$ cat src/assert_macros.svh
// ----------------------------------------------------------------------------
// assert_macros.svh
// Clocked assertion shorthands; the user module provides clk and rst_n.
// ----------------------------------------------------------------------------
`ifndef ASSERT_MACROS_SVH
`define ASSERT_MACROS_SVH

// same-cycle implication
`define ASSERT_IMPL(label, ante, cons, msg) \
  label: assert property (@(posedge clk) disable iff (!rst_n) (ante) |-> (cons)) \
    else $error(msg);

// next-cycle implication
`define ASSERT_NEXT(label, ante, cons, msg) \
  label: assert property (@(posedge clk) disable iff (!rst_n) (ante) |=> (cons)) \
    else $error(msg);

`endif

$ cat src/nhlt_pkg.sv
// ----------------------------------------------------------------------------
// nhlt_pkg
// Types and constants of the node heartbeat liveness table.
// ----------------------------------------------------------------------------
package nhlt_pkg;

  localparam int TABLE_SLOTS = 16;
  localparam int SLOT_W      = (TABLE_SLOTS > 1) ? $clog2(TABLE_SLOTS) : 1;
  localparam int CNT_W       = $clog2(TABLE_SLOTS + 1);

  localparam int ID_W        = 16;
  localparam int TIME_W      = 32;
  localparam int COUNT_W     = 5;

  localparam int CFG_IDX_W   = 2;
  localparam int CFG_DATA_W  = 32;
  localparam logic [CFG_IDX_W-1:0] CFG_TIMEOUT_MS = CFG_IDX_W'(0);
  localparam logic [CFG_IDX_W-1:0] CFG_EMPTY_ID   = CFG_IDX_W'(1);

  localparam logic [TIME_W-1:0] TIMEOUT_RESET  = TIME_W'(1000);
  localparam logic [ID_W-1:0]   EMPTY_ID_RESET = ID_W'(65535);

  typedef enum logic [1:0] {
    KIND_ADD    = 2'd0,
    KIND_HB     = 2'd1,
    KIND_TMO    = 2'd2,
    KIND_LOOKUP = 2'd3
  } kind_t;

  typedef struct packed {
    kind_t             kind;
    logic [ID_W-1:0]   sat_id;
    logic [TIME_W-1:0] now_ms;
  } in_word_t;

  typedef struct packed {
    logic [COUNT_W-1:0] entry_count;
    logic               any_offline;
    logic [ID_W-1:0]    first_offline_id;
    logic               found;
    logic               found_online;
    logic [TIME_W-1:0]  found_last_seen;
    logic               newly_added;
    logic               table_full;
  } out_word_t;

  typedef struct packed {
    logic [ID_W-1:0]   id;
    logic              online;
    logic [TIME_W-1:0] last_seen;
  } slot_entry_t;

  typedef struct packed {
    logic              we;
    logic [SLOT_W-1:0] addr;
    slot_entry_t       data;
  } ram_wr_t;

endpackage

$ cat src/nhlt_slot_ram.sv
// ----------------------------------------------------------------------------
// nhlt_slot_ram
// Slot entry store: one write port, one registered read port.
// ----------------------------------------------------------------------------
module nhlt_slot_ram import nhlt_pkg::*; (
  input  logic              clk,
  input  ram_wr_t           wr,
  input  logic              rd_en,
  input  logic [SLOT_W-1:0] rd_addr,
  output slot_entry_t       rd_data
);

  slot_entry_t mem [TABLE_SLOTS];
  slot_entry_t rd_data_r;

  always_ff @(posedge clk) begin
    if (wr.we) begin
      mem[wr.addr] <= wr.data;
    end
    if (rd_en) begin
      rd_data_r <= mem[rd_addr];
    end
  end

  assign rd_data = rd_data_r;

endmodule

$ cat src/node_heartbeat_liveness_table.sv
// ----------------------------------------------------------------------------
// node_heartbeat_liveness_table
// Table of remote node IDs with online marks and last-seen times.
// ----------------------------------------------------------------------------
// Usage:
//   Input: present in_word and raise start; the word is taken at the edge
//   where start is high and busy is low. busy stays high while the word runs.
//   Each word is add, heartbeat, timeout check or lookup.
//   Output: one result word per input word, on out_word with out_valid high
//   for exactly one cycle. The receiver cannot stall; it must take it then.
//   Timing: the sequencer walks all TABLE_SLOTS entries of the slot RAM once,
//   one read per cycle from the registered read port, writing back changed
//   entries as it goes; the done state then places a new entry. The result
//   is registered out of the done state, and a new word can be taken in the
//   cycle in which it shows.
//   Configuration: cfg_we writes timeout_ms (index 0) or empty_id (index 1);
//   other indexes are ignored. Write only while idle.
//   Reset: synchronous active-low rst_n empties the table through its valid
//   flops, restores timeout_ms 1000 and empty_id 65535.
// ----------------------------------------------------------------------------
`include "assert_macros.svh"

module node_heartbeat_liveness_table import nhlt_pkg::*; (
  input  logic                  clk,
  input  logic                  rst_n,
  input  logic                  start,
  output logic                  busy,
  input  in_word_t              in_word,
  output logic                  out_valid,
  output out_word_t             out_word,
  input  logic                  cfg_we,
  input  logic [CFG_IDX_W-1:0]  cfg_index,
  input  logic [CFG_DATA_W-1:0] cfg_wdata
);

  typedef enum logic [2:0] {
    ST_IDLE = 3'b001,
    ST_SCAN = 3'b010,
    ST_DONE = 3'b100
  } state_t;

  state_t               state_r, state_nxt;
  logic [CNT_W-1:0]     cnt_r, cnt_nxt;
  logic                 proc_vld_r, proc_vld_nxt;
  logic [SLOT_W-1:0]    proc_idx_r, proc_idx_nxt;
  in_word_t             req_r, req_nxt;
  logic [TIME_W-1:0]    timeout_r, timeout_nxt;
  logic [ID_W-1:0]      empty_id_r, empty_id_nxt;
  logic [TABLE_SLOTS-1:0] valid_r, valid_nxt;
  logic [CNT_W-1:0]     occ_r, occ_nxt;
  logic                 found_r, found_nxt;
  logic                 f_online_r, f_online_nxt;
  logic [TIME_W-1:0]    f_seen_r, f_seen_nxt;
  logic                 free_vld_r, free_vld_nxt;
  logic [SLOT_W-1:0]    free_idx_r, free_idx_nxt;
  logic                 any_off_r, any_off_nxt;
  logic [ID_W-1:0]      off_id_r, off_id_nxt;
  logic                 out_valid_r, out_valid_nxt;
  out_word_t            out_word_r, out_word_nxt;

  slot_entry_t          rd_data;
  ram_wr_t              ram_wr;
  logic                 issue;
  logic                 act, is_hb, is_tmo, wants_add;
  logic                 slot_vld, hit, expire, eff_online;
  logic                 add_now, full_now;
  logic [TIME_W-1:0]    age;
  logic [CNT_W:0]       total;

  nhlt_slot_ram u_ram (
    .clk     (clk),
    .wr      (ram_wr),
    .rd_en   (issue),
    .rd_addr (cnt_r[SLOT_W-1:0]),
    .rd_data (rd_data)
  );

  assign busy      = (state_r != ST_IDLE);
  assign out_valid = out_valid_r;
  assign out_word  = out_word_r;

  assign is_tmo    = (req_r.kind == KIND_TMO);
  assign is_hb     = (req_r.kind == KIND_HB);
  assign act       = !is_tmo && (req_r.sat_id != empty_id_r);
  assign wants_add = act && (req_r.kind == KIND_ADD || is_hb);

  assign issue     = (state_r == ST_SCAN) && (cnt_r != CNT_W'(TABLE_SLOTS));
  assign slot_vld  = proc_vld_r && valid_r[proc_idx_r];
  assign age       = req_r.now_ms - rd_data.last_seen;
  assign hit       = slot_vld && act && (rd_data.id == req_r.sat_id);
  assign expire    = slot_vld && is_tmo && rd_data.online && (age > timeout_r);
  assign eff_online = (hit && is_hb) || (rd_data.online && !expire);

  assign add_now   = (state_r == ST_DONE) && wants_add && !found_r && free_vld_r;
  assign full_now  = (state_r == ST_DONE) && wants_add && !found_r && !free_vld_r;
  assign total     = (CNT_W + 1)'(occ_r) + (CNT_W + 1)'(add_now);

  always_comb begin
    ram_wr.we   = (hit && is_hb) || expire || add_now;
    ram_wr.addr = add_now ? free_idx_r : proc_idx_r;
    if (add_now) begin
      ram_wr.data = '{id: req_r.sat_id, online: 1'b1, last_seen: req_r.now_ms};
    end else if (hit && is_hb) begin
      ram_wr.data = '{id: rd_data.id, online: 1'b1, last_seen: req_r.now_ms};
    end else begin
      ram_wr.data = '{id: rd_data.id, online: 1'b0, last_seen: rd_data.last_seen};
    end
  end

  always_comb begin
    state_nxt     = state_r;
    cnt_nxt       = cnt_r;
    proc_vld_nxt  = issue;
    proc_idx_nxt  = cnt_r[SLOT_W-1:0];
    req_nxt       = req_r;
    timeout_nxt   = timeout_r;
    empty_id_nxt  = empty_id_r;
    valid_nxt     = valid_r;
    occ_nxt       = occ_r;
    found_nxt     = found_r;
    f_online_nxt  = f_online_r;
    f_seen_nxt    = f_seen_r;
    free_vld_nxt  = free_vld_r;
    free_idx_nxt  = free_idx_r;
    any_off_nxt   = any_off_r;
    off_id_nxt    = off_id_r;
    out_valid_nxt = 1'b0;
    out_word_nxt  = out_word_r;

    if (cfg_we) begin
      case (cfg_index)
        CFG_TIMEOUT_MS: timeout_nxt  = cfg_wdata[TIME_W-1:0];
        CFG_EMPTY_ID:   empty_id_nxt = cfg_wdata[ID_W-1:0];
        default: ;
      endcase
    end

    if (proc_vld_r) begin
      if (slot_vld) begin
        occ_nxt = occ_r + CNT_W'(1);
        if (!eff_online && !any_off_r) begin
          any_off_nxt = 1'b1;
          off_id_nxt  = rd_data.id;
        end
      end else if (!free_vld_r) begin
        free_vld_nxt = 1'b1;
        free_idx_nxt = proc_idx_r;
      end
      if (hit) begin
        found_nxt    = 1'b1;
        f_online_nxt = eff_online;
        f_seen_nxt   = is_hb ? req_r.now_ms : rd_data.last_seen;
      end
    end

    case (state_r)
      ST_IDLE: begin
        if (start) begin
          state_nxt    = ST_SCAN;
          cnt_nxt      = '0;
          req_nxt      = in_word;
          occ_nxt      = '0;
          found_nxt    = 1'b0;
          f_online_nxt = 1'b0;
          f_seen_nxt   = '0;
          free_vld_nxt = 1'b0;
          any_off_nxt  = 1'b0;
          off_id_nxt   = '0;
        end
      end
      ST_SCAN: begin
        if (issue) begin
          cnt_nxt = cnt_r + CNT_W'(1);
        end else begin
          state_nxt = ST_DONE;
        end
      end
      ST_DONE: begin
        state_nxt     = ST_IDLE;
        out_valid_nxt = 1'b1;
        if (add_now) begin
          valid_nxt[free_idx_r] = 1'b1;
        end
        out_word_nxt.entry_count      = COUNT_W'(total);
        out_word_nxt.any_offline      = any_off_r;
        out_word_nxt.first_offline_id = off_id_r;
        out_word_nxt.found            = found_r;
        out_word_nxt.found_online     = f_online_r;
        out_word_nxt.found_last_seen  = f_seen_r;
        out_word_nxt.newly_added      = add_now;
        out_word_nxt.table_full       = full_now;
      end
      default: begin
        state_nxt = ST_IDLE;
      end
    endcase
  end

  always_ff @(posedge clk) begin
    if (!rst_n) begin
      state_r     <= ST_IDLE;
      cnt_r       <= '0;
      proc_vld_r  <= 1'b0;
      timeout_r   <= TIMEOUT_RESET;
      empty_id_r  <= EMPTY_ID_RESET;
      valid_r     <= '0;
      out_valid_r <= 1'b0;
    end else begin
      state_r     <= state_nxt;
      cnt_r       <= cnt_nxt;
      proc_vld_r  <= proc_vld_nxt;
      timeout_r   <= timeout_nxt;
      empty_id_r  <= empty_id_nxt;
      valid_r     <= valid_nxt;
      out_valid_r <= out_valid_nxt;
    end
  end

  always_ff @(posedge clk) begin
    proc_idx_r <= proc_idx_nxt;
    req_r      <= req_nxt;
    occ_r      <= occ_nxt;
    found_r    <= found_nxt;
    f_online_r <= f_online_nxt;
    f_seen_r   <= f_seen_nxt;
    free_vld_r <= free_vld_nxt;
    free_idx_r <= free_idx_nxt;
    any_off_r  <= any_off_nxt;
    off_id_r   <= off_id_nxt;
    out_word_r <= out_word_nxt;
  end

  `ASSERT_IMPL(a_strobe_after_done, out_valid_r, $past(state_r == ST_DONE), "strobe without finish")
  `ASSERT_NEXT(a_accept_starts_scan, start && !busy, state_r == ST_SCAN && cnt_r == '0, "scan not started")
  `ASSERT_IMPL(a_result_exclusive, out_valid_r, !(out_word_r.newly_added && (out_word_r.table_full || out_word_r.found)), "conflicting result flags")
  `ASSERT_IMPL(a_single_write_source, ram_wr.we, !(add_now && proc_vld_r), "write port conflict")

endmodule

$ cat config.mk
export PLATFORM = sky130hd
export DESIGN_NAME = node_heartbeat_liveness_table
export DESIGN_NICKNAME = d
export VERILOG_FILES = /design/src/nhlt_pkg.sv /design/src/nhlt_slot_ram.sv /design/src/node_heartbeat_liveness_table.sv
export VERILOG_INCLUDE_DIRS = /design/src /design/src/src
export SDC_FILE = /design/constraint.sdc
export NUM_CORES = 1
export LEC_CHECK = 0
export BUFFER_PORTS_ARGS = -buffer_cell sky130_fd_sc_hd__buf_2
export CAP_MARGIN = 20
export CORE_MARGIN = 10
export CORE_UTILIZATION = 52
export CTS_BUF_LIST = sky130_fd_sc_hd__clkbuf_4 sky130_fd_sc_hd__clkbuf_8
export CTS_CLUSTER_SIZE = 12
export DETAILED_ROUTE_END_ITERATION = 6
export PLACE_DENSITY = 0.71
export SETUP_SLACK_MARGIN = 0.3
export SLEW_MARGIN = 5
export SYNTH_ARGS = -nofsm -noshare
export SYNTH_HDL_FRONTEND = slang
export SYNTH_SLANG_ARGS = --single-unit
$ cat constraint.sdc
create_clock -name clk -period 8.3 [get_ports clk]
set_input_delay 0.415 -clock clk [delete_from_list [all_inputs] [get_ports clk]]
set_output_delay 0.415 -clock clk [all_outputs]
set_load 0.005 [all_outputs]
Word level (Yosys, flattened, before mapping) --
Memories as Yosys holds them, arrays and structs flattened. A register that Yosys moved wholly into a read port is not among the register bits. Index checks and enable logic that the tools add are counted.
Storage, ports and cells: bits in registers 247, RAM bits 784, bits of input ports 88, output and inout port bits 60, memories 1
Memory list:
- u_ram.mem | words 16, bits a word 49, rd ports 1, clocked after Yosys merged registers in 1, write ports 1, line nhlt_slot_ram.sv:13 | slot_entry_t mem [TABLE_SLOTS];
Cells by class: add/sub/neg operators 4, $lt $le $gt $ge 4, equal/unequal tests 13, mux-type cells 47, bitwise gates (word level) 3, reduce and logical (&&, ||, !) cells 37
Operators by type and width (count):
- $mux 32 | 5
- $mux 16 | 5
- $mux 49 | 1
- $mux 33 | 1
- $gt 32x32->1 | 1
- $sub 32x32->32 | 1
- $mux 5 | 6
- $mux 1 | 22
- $logic_and 1x1->1 | 17
- $eq 16x16->1 | 1
- $ne 16x16->1 | 1
- $or 16x16->16 | 1
- $add 5x1->5 const B | 2
- $lt 4x5->1 const B | 2
- $pmux 5 s2 | 1
- $reduce_and 2->1 | 5
- $logic_not 1->1 | 6
- $mux 3 | 2
- $ne 2x2->1 const B | 3
- $pmux 3 s2 | 1
- $reduce_and 3->1 | 2
- $add 5x1->5 | 1
- $ne 5x5->1 const B | 1
- $bmux 1 s4 | 1
- 13 further kinds | 19

Longest topological paths before layout --
Gate-level depths: netlist (run 1).
depth after elaboration 16, gate-level depth with buffers 22, gate-level depth less buffers 21

By module --
Synthesis (run 1) repeated with hierarchy kept, for this count alone.
Second synthesis, totals: cell total of the unflattened synthesis 2459, area total of the unflattened synthesis 42990.0 um^2
Modules (own cells, without submodules):
- nhlt_slot_ram | times used 1, cells each 1268, area an instance 30827.1 um^2, seq. area each 25014.0 um^2
- node_heartbeat_liveness_table | times used 1, cells each 1191, area an instance 12162.9 um^2, seq. area each 6065.8 um^2

Least setup slack after synthesis (run 1) --
Ideal clock, no wire load.
path type flip-flop to flip-flop, start register state_r[1], end memory u_ram.mem[0][0] in the netlist's numbering (enable), library setup time 461 ps, arrival time 8399 ps, required time 7839 ps, path slack -560 ps, cell stages (with the launch flop) 9, clock period less this slack 8860 ps, cells stage by stage dfxtp_1 nor3b_1 nand4_1 inv_2 a21o_1 clkbuf_1 nand2b_1 o21a_1 nor2b_1
On the way: word-level cells in the longest chain between the ends 7, elaborated cells between the ends (all ways) 8, classes of those cells eq/ne: 1; mux: 3; reduce/logical: 4
Ends and longest elaborated chain:
- start, declared | line node_heartbeat_liveness_table.sv:42 | state_t state_r, state_nxt;
- start signal, assigned | line node_heartbeat_liveness_table.sv:209 | state_r <= state_nxt;
- $eq 3x3->1 (*) | line node_heartbeat_liveness_table.sv:94 | assign add_now = (state_r == ST_DONE) && wants_add && !found_r && free_vld_r;
- $logic_and 1x1->1 (*) (3 in series) | line node_heartbeat_liveness_table.sv:94
- named net add_now | line node_heartbeat_liveness_table.sv:66 | logic add_now, full_now;
- $logic_or 1x1->1 | line node_heartbeat_liveness_table.sv:99 | ram_wr.we = (hit && is_hb) || expire || add_now;
- $mux 1 | line nhlt_slot_ram.sv:17 | if (wr.we) begin
- $mux 1 (implied by the code) | line nhlt_slot_ram.sv:18 | mem[wr.addr] <= wr.data;
- end, declared | line nhlt_slot_ram.sv:13
The timed path passes the listed nets; every way through them passes the cells marked *.

Worst setup path after layout (run 1) --
start register req_r[0] in the netlist's numbering, end memory u_ram.mem[12][36] in the netlist's numbering (enable)
On the way: word-level cells in the longest chain between the ends 7
Ends and longest elaborated chain:
- start, declared | line node_heartbeat_liveness_table.sv:46 | in_word_t req_r, req_nxt;
- start signal, assigned | line node_heartbeat_liveness_table.sv:221 | req_r <= req_nxt;
- $sub 32x32->32 | line node_heartbeat_liveness_table.sv:89 | assign age = req_r.now_ms - rd_data.last_seen;
- $gt 32x32->1 | line node_heartbeat_liveness_table.sv:91 | assign expire = slot_vld && is_tmo && rd_data.online && (age > timeout_r);
- $logic_and 1x1->1 | line node_heartbeat_liveness_table.sv:91
- $logic_or 1x1->1 (2 in series) | line node_heartbeat_liveness_table.sv:99
- $mux 1 | line nhlt_slot_ram.sv:17
- $mux 1 (implied by the code) | line nhlt_slot_ram.sv:18
No other way between the ends.

==> results of run 1 <==
[cell families (layout without fill, tap and decap cells)]
group	Yosys count	after routing
multiplexers	286	286
AO/OA/AOI/OAI	282	282
flip-flops	1080	1080
XOR/XNOR	69	69
AND/OR/NAND/NOR	408	408
other	0	1
buffers and inverters	193	683
adder cells (fa/ha/maj)	69	69
[critical path, cell delays in order, from the launching register on]
cell	delay [ns]
edfxtp_1	0.41
inv_1	0.08
ha_1	0.16
inv_1	0.06
fa_1	0.42
a211oi_1	0.23
nor2_1	0.10
o31ai_1	0.44
o31ai_1	0.15
buf_4	0.19
a2111oi_0	0.38
dlymetal6s2s_1	0.24
nor2_1	0.09
o32ai_1	0.32
xnor2_1	0.12
ha_1	0.30
nand4_1	0.11
nor4_1	0.49
a22oi_1	0.12
a31oi_1	0.27
o21ai_2	0.16
nand2b_1	0.22
nand2_1	0.32
nor2_4	0.63
buf_12	0.32
[layout make-up]
type	count	area [um2]
Tap cell	1070	1340
Multi-Input combinational cell	1114	11300
Timing Repair Buffer	301	2280
Antenna cell	1	2.50
Sequential cell	1080	31100
Clock inverter	57	536
Fill cell	5776	32100
Clock buffer	250	3030
Inverter	75	282
[report_power, final]
part	internal, mW	leakage, nW	switching (mW)
clock network	2.58	1.91	2.07
registers	5.88	9.60	0.0387
logic	0.177	4.90	0.259
total	8.64	16.4	2.37
[cell usage after synthesis, types with 11 or more instances]
cell type and instances:
clkbuf_1 89, o21a_1 16, nor3_1 14, nor2_1 134
o211ai_1 11, edfxtp_1 945, a21boi_1 27, xor2_1 45
mux2i_1 18, xnor2_1 24, o21ai_1 41, inv_1 74
mux2_2 16, a211oi_1 43, nor2b_1 24, ha_1 68
a21o_1 19, buf_1 25, a21oi_1 68, mux4_2 250
nand2_1 146, nand4_1 15, nand3_1 31, dfxtp_1 135
o21ai_0 19
[what timing repair did]
action / CTS / global route
hold buffers: 82 / 1
setup endpoints to repair: 0 / 0
endpoints found under the hold margin: 98 / 10
[per-stage QoR]
stage / hold slack (ns) / power (mW) / utilization / cells / setup slack, ns
2_1_floorplan: 0.329 / 6.26 / - / 2387 / 1.17
3_3_place_gp: 0.415 / 6.42 / 0.552 / 3538 / 1.31
3_5_place_dp: 0.417 / 6.43 / 0.553 / 3543 / 1.32
4_1_cts: 0.119 / 11.1 / 0.606 / 3932 / 1.24
5_1_grt: 0.177 / 11.4 / 0.608 / 3948 / 1.01
6_report: 0.178 / 11.0 / 0.608 / 3948 / 1.56
[routing by layer]
| metal | part of all wire | up-vias | track usage |
|---|---|---|---|
| met5 | 0 | - | 0 |
| met4 | 0.022 | 0 | 0.0660 |
| met3 | 0.10 | 148 | 0.0576 |
| met2 | 0.46 | 1226 | 0.342 |
| met1 | 0.41 | 12100 | 0.319 |
| li1 | - | 10200 | - |
[state kept, by name (all words and copies together) (netlist names), 3 cells and up]
register       cells
occ_r              5
f_seen_r          32
free_idx_r         4
off_id_r          16
cnt_r              5
timeout_r         32
u_ram.mem        784
empty_id_r        16
valid_r           16
out_word          58
req_r             50
state_r            3
proc_idx_r         4
u_ram.rd_data     49
[placed cells by master (no fill, tap or decap), types with 68 or more instances in the layout]
master | synthesis | final
buf_2 | 1 | 147
mux4_2 | 250 | 250
dfxtp_1 | 135 | 131
a21oi_1 | 68 | 68
nor2_1 | 134 | 125
inv_1 | 74 | 74
ha_1 | 68 | 68
clkbuf_8 | 0 | 184
edfxtp_1 | 945 | 945
dlygate4sd3_1 | 0 | 83
nand2_1 | 146 | 146
[final timing paths]
kind | start | end | slack, ns | depth (start not counted)
worst max-delay path | req_r[0] | u_ram.mem[12][36] | 1.56 | 24
worst min register to register | f_seen_r[24] | out_word[26] | 0.43 | 0
worst max register to register | req_r[0] | u_ram.mem[12][36] | 1.56 | 24
worst min-delay path | start | cnt_r[2] | 0.18 | 4
==> results.toml, run 1 <==
[synth]
yosysSeqAreaShare = 0.723
yosys.area_share.simple = 0.0425
yosys.area.top_type = "edfxtp_1"
ys_ff_latch = 1080
muxShareOfSynthArea = 0.140
synth_top_area_share = 0.660
ys.flop_type = "edfxtp_1"
yosysWarnings = 0
synthArstFlopShare = 0
synth-adder-area-share = 0.0203
synth_compound_area_frac = 0.0426
syn_area_per_cell_um2 = 18.0
syn_nets = 2544
yosysUniqueCellTypes = 66
synth-edff-count = 945
ys_top_cells_by_area = "edfxtp_1, mux4_2, dfxtp_1"
synthXorXnorAreaFrac = 0.0141
synth_area_um2 = 43000
synthCells = 2387
synth_top_family_by_area = "multiplexers"

[sta]
rsz0062_at_grt = "no"
tns_ns = 0
finalHoldViolCount = 0
fin_worst_skew_ns = 0.0498
layout_min_cycle_time_ns = 6.74
setup_viol = 0
worst_pin_slew_ns = 1.05
period_share = 0.812
relSlewSlack = 0.300
fmax_ghz = 0.148
slew_violations = 0

[power]
vdd_drop_max_uv = 165
powerDensity_nw_per_um2 = 221
leakagePower_nw = 16.4

[clock_tree]
numCtsBuffers = 169
cts_tree = "yes"
cts_max_level = 4
clock-sinks = 1080
cts_root_buffer = "clkbuf_8"
path_clk_slew_ns = 0.06
cts_buffer_depth = 3
clk_latency_ns = 0.85
post-cts-setup-buffers = 0
cts_resized = 0

[global_route]
grt_antenna_before_repair = 5
grt_pass1_vias = 23700
grt_pass1_wl_um = 157000
grt_max_degree = 157
grt_overflow_total = 0
grtUsageTotal = 0.225

[worst_hold_path]
hp-class = "input port to flip-flop"

[die]
initial_utilization = 0.524
io_pins = 148
die-area_um2 = 94500
fp.coreArea_um2 = 82000
dieWidth_um = 307
die_h_um = 307
rows = 105

[layout]
syn_to_final_growth_pct = 16.0
drive_above_1_share = 0.281
fin_nets = 2898
final_area_um2 = 49800

[critical_path]
worstPathMaxFanout = 32
crit_arrival_ns = 7.25
cp-end-kind = "flip-flop"
cp.required_ns = 8.81
start_kind = "flip-flop"
crit_type = "flip-flop to flip-flop"

[drt]
wl_per_cell_um = 26.9
vias_per_cell = 5.99
vias = 23700
firstDrtPassIters = 6
drcViolationCount = 0
drtIter0Drc = 2665
drtAntennaViolNets = 0
wl_um = 106000

[status]
status = "finished clean"

[job]
maxCapViolations = 0

[place]
globalplace.congestion = 0.881
dp_hpwl_um = 68400
io_buffers = 147
dpl_cell_area_um2 = 45300
Power figures use the tool's default switching activity.
==> run 2, diff against run 1 <==
--- a/config.mk
+++ b/config.mk
@@ -6,6 +6,7 @@
 export SDC_FILE = /design/constraint.sdc
 export NUM_CORES = 1
 export LEC_CHECK = 0
+export ABC_AREA = 1
 export BUFFER_PORTS_ARGS = -buffer_cell sky130_fd_sc_hd__buf_2
 export CAP_MARGIN = 20
 export CORE_MARGIN = 10
==> constraint.sdc (replaced) <==
create_clock -name clk -period 6.18 [get_ports clk]
set_input_delay 0.309 -clock clk [delete_from_list [all_inputs] [get_ports clk]]
set_output_delay 0.309 -clock clk [all_outputs]
set_load 0.005 [all_outputs]
==> run 2 against run 1 <==
  * Sequential power grew 35%
  * Sequential share of layout area shrank 0.80 points
  * Worst setup slack lost 0.80 ns
  * Wire length grew 7.4%
  * Critical path depth shrank 4
  * Fmax grew 24%
  * Synthesized cell count grew 59%
==> results.toml, run 2 <==
[global_route]
grt_antenna_before_repair = 9
grt_pass1_vias = 29600
grt_pass1_wl_um = 173000
grtUsageTotal = 0.229
grt_max_degree = 250
grt_overflow_total = 0

[synth]
yosys.area.top_type = "edfxtp_1"
yosysWarnings = 0
syn_area_per_cell_um2 = 11.6
synth-edff-count = 945
synth_most_common_cell = "edfxtp_1"
yosysUniqueCellTypes = 46
synth_top_area_share = 0.644
synth_commonest_cells = "edfxtp_1, nand2_1, nor2_1"
synthArstFlopShare = 0
ys_ff_latch = 1080
ys_top_cells_by_area = "edfxtp_1, dfxtp_1, o21ai_0"
ys.flop_type = "edfxtp_1"
synthCells = 3794
syn_nets = 3951
yosysSeqAreaShare = 0.705
synth_area_um2 = 44100

[die]
die_h_um = 311
initial_utilization = 0.526
rows = 106
dieWidth_um = 311
io_pins = 148
fp.coreArea_um2 = 83800
die-area_um2 = 96800

[place]
globalplace.congestion = 0.899
dpl_cell_area_um2 = 46300
post-place-ws_ns = 0.903
dp_hpwl_um = 67100
io_buffers = 147

[sta]
tns_ns = 0
fin_worst_skew_ns = 0.0474
rsz0062_at_grt = "no"
layout_setup_ws_ns = 0.760
slew_violations = 0
relSlewSlack = 0.219
fmax_ghz = 0.185
worst_pin_slew_ns = 1.17
period_share = 0.877
layout_min_cycle_time_ns = 5.42
setup_viol = 0
finalHoldViolCount = 0

[clock_tree]
cts_resized = 0
path_clk_slew_ns = 0.06
numCtsBuffers = 161
post-cts-setup-buffers = 0
cts_root_buffer = "clkbuf_8"
cts_max_level = 4
cts_buffer_depth = 3
clk_latency_ns = 0.84
cts_tree = "yes"
clock-sinks = 1080

[drt]
wl_um = 114000
firstDrtPassIters = 6
wl_per_cell_um = 21.3
drcViolationCount = 0
drtIter0Drc = 3392
drtAntennaViolNets = 0
vias = 30400
vias_per_cell = 5.68

[critical_path]
crit_arrival_ns = 5.86
cp-end-kind = "flip-flop"
max_stage_delay_ns = 0.54
worstPathMaxFanout = 37
rr_worst_depth = 20
slowest_stage = "buf_4"
cp_num_cells = 20
start_kind = "flip-flop"
crit_type = "flip-flop to flip-flop"
path_cells = "ha_1 -> a21oi_1 -> nand2_1 -> a21boi_0 -> inv_1 -> a21oi_1 -> o221ai_1 -> xor2_1 -> ha_1 -> nand2_1 -> nor2_1 -> nand2_1 -> nor3_1 -> nand2_1 -> nand2_1 -> nand2_2 -> nand3_1 -> nand3_1 -> nor2_4 -> buf_4"
cpMostUsedCell = "nand2_1"
critPathTopFamily = "simple AND/OR/NAND/NOR gates"
cp.required_ns = 6.62
path_buf_inv = 2

[job]
maxCapViolations = 0

[layout]
mostFrequentLayoutCells = "edfxtp_1, nand2_1, o21ai_0"
fin_nets = 4251
layout.cells.most_common = "edfxtp_1"
final_area_um2 = 50500
top_register = "u_ram.mem"
drive_above_1_share = 0.132
syn_to_final_growth_pct = 14.6
nFillCells = 6513
largest_register_ffs = 784

[worst_hold_path]
hp-class = "input port to flip-flop"
worstHoldPathCells = 6

[status]
status = "finished clean"

[power]
vdd_drop_max_uv = 141
powerDensity_nw_per_um2 = 294
leakagePower_nw = 18.0
==> run 2: changes by cell type after synthesis, sizes merged, moves of 62 or more <==
cell | before | now
inv | 75 | 225
clkbuf | 90 | 180
nand2 | 147 | 583
o21ai | 61 | 529
nor2 | 134 | 523
o22ai | 1 | 196
mux4 | 250 | 0
a21oi | 68 | 130
==> run 2: final cells by class <==
| cell class | instances | area (um2) | share of cell area |
|---|---|---|---|
| Clock inverter | 58 | 393 | 0.00778 |
| Clock buffer | 225 | 2770 | 0.0548 |
| Tap cell | 1134 | 1420 | 0.0281 |
| Multi-Input combinational cell | 2285 | 11500 | 0.227 |
| Inverter | 228 | 870 | 0.0172 |
| Sequential cell | 1080 | 31100 | 0.616 |
| Antenna cell | 3 | 7.51 | 0.000149 |
| Timing Repair Buffer | 338 | 2480 | 0.0491 |
==> run 2: path summary, 6_finish.rpt <==
path / slack (ns) / to / start
setup reg to reg: 0.76 / u_ram.mem[10][11] / req_r[2]
hold / removal: 0.10 / empty_id_r[10] / cfg_we
hold reg to reg: 0.43 / out_word[50] / off_id_r[14]
setup / recovery: 0.76 / u_ram.mem[10][11] / req_r[2]
==> run 2: cell families after synthesis <==
kind of cell / after synthesis / synth area share
buffers and inverters: 429 / 0.0381
adders and majority gates: 69 / 0.0198
xor gates and xnor gates: 51 / 0.0101
DFF: 1080 / 0.705
AOI/OAI and AO/OA: 894 / 0.109
and+or+nand+nor: 1271 / 0.117
==> run 2: report_power, final <==
group	total (mW)	internal (mW)	switching (mW)
sequential	8.01	7.94	0.0653
combinational	1.10	0.376	0.725
clock	5.71	3.05	2.66
total	14.8	11.4	3.45
==> run 2: metrics by stage <==
| stage | utilization | std cells | hold WS [ns] | power (mW) |
|---|---|---|---|---|
| floorplan | - | 3794 | 0.352 | 8.83 |
| global placement | 0.552 | 4956 | 0.414 | 9.17 |
| CTS | 0.601 | 5339 | 0.0266 | 14.9 |
| finish | 0.602 | 5351 | 0.104 | 14.8 |
| global route | 0.602 | 5350 | 0.100 | 15.3 |
| detailed placement | 0.552 | 4962 | 0.415 | 9.19 |
==> run 2: what timing repair did <==
| item | 4_1_cts | 5_1_grt |
|---|---|---|
| hold buffers | 94 | 0 |
| hold endpoints to repair | 100 | 0 |
| endpoints found under the setup margin | 0 | 0 |
==> run 2: metal layers <==
layer	GRT usage	up-vias	part of all wire	routed length [um]
met4	0.0866	2	0.029	3330
met5	0	-	0.00011	13
met3	0.0441	222	0.093	10600
met2	0.367	1418	0.47	53200
li1	-	14100	-	-
met1	0.309	14600	0.41	46800
==> run 2: worst reg2reg max path, delay by kind of cell (launching register included) <==
kind                       cells  cell delay (ns)
and+or+nand+nor               11             1.90
AOI/OAI and AO/OA              4             1.17
adders and majority gates      2             0.67
buffers and inverters          2             0.66
DFF                            1             0.42
xor gates and xnor gates       1             0.18
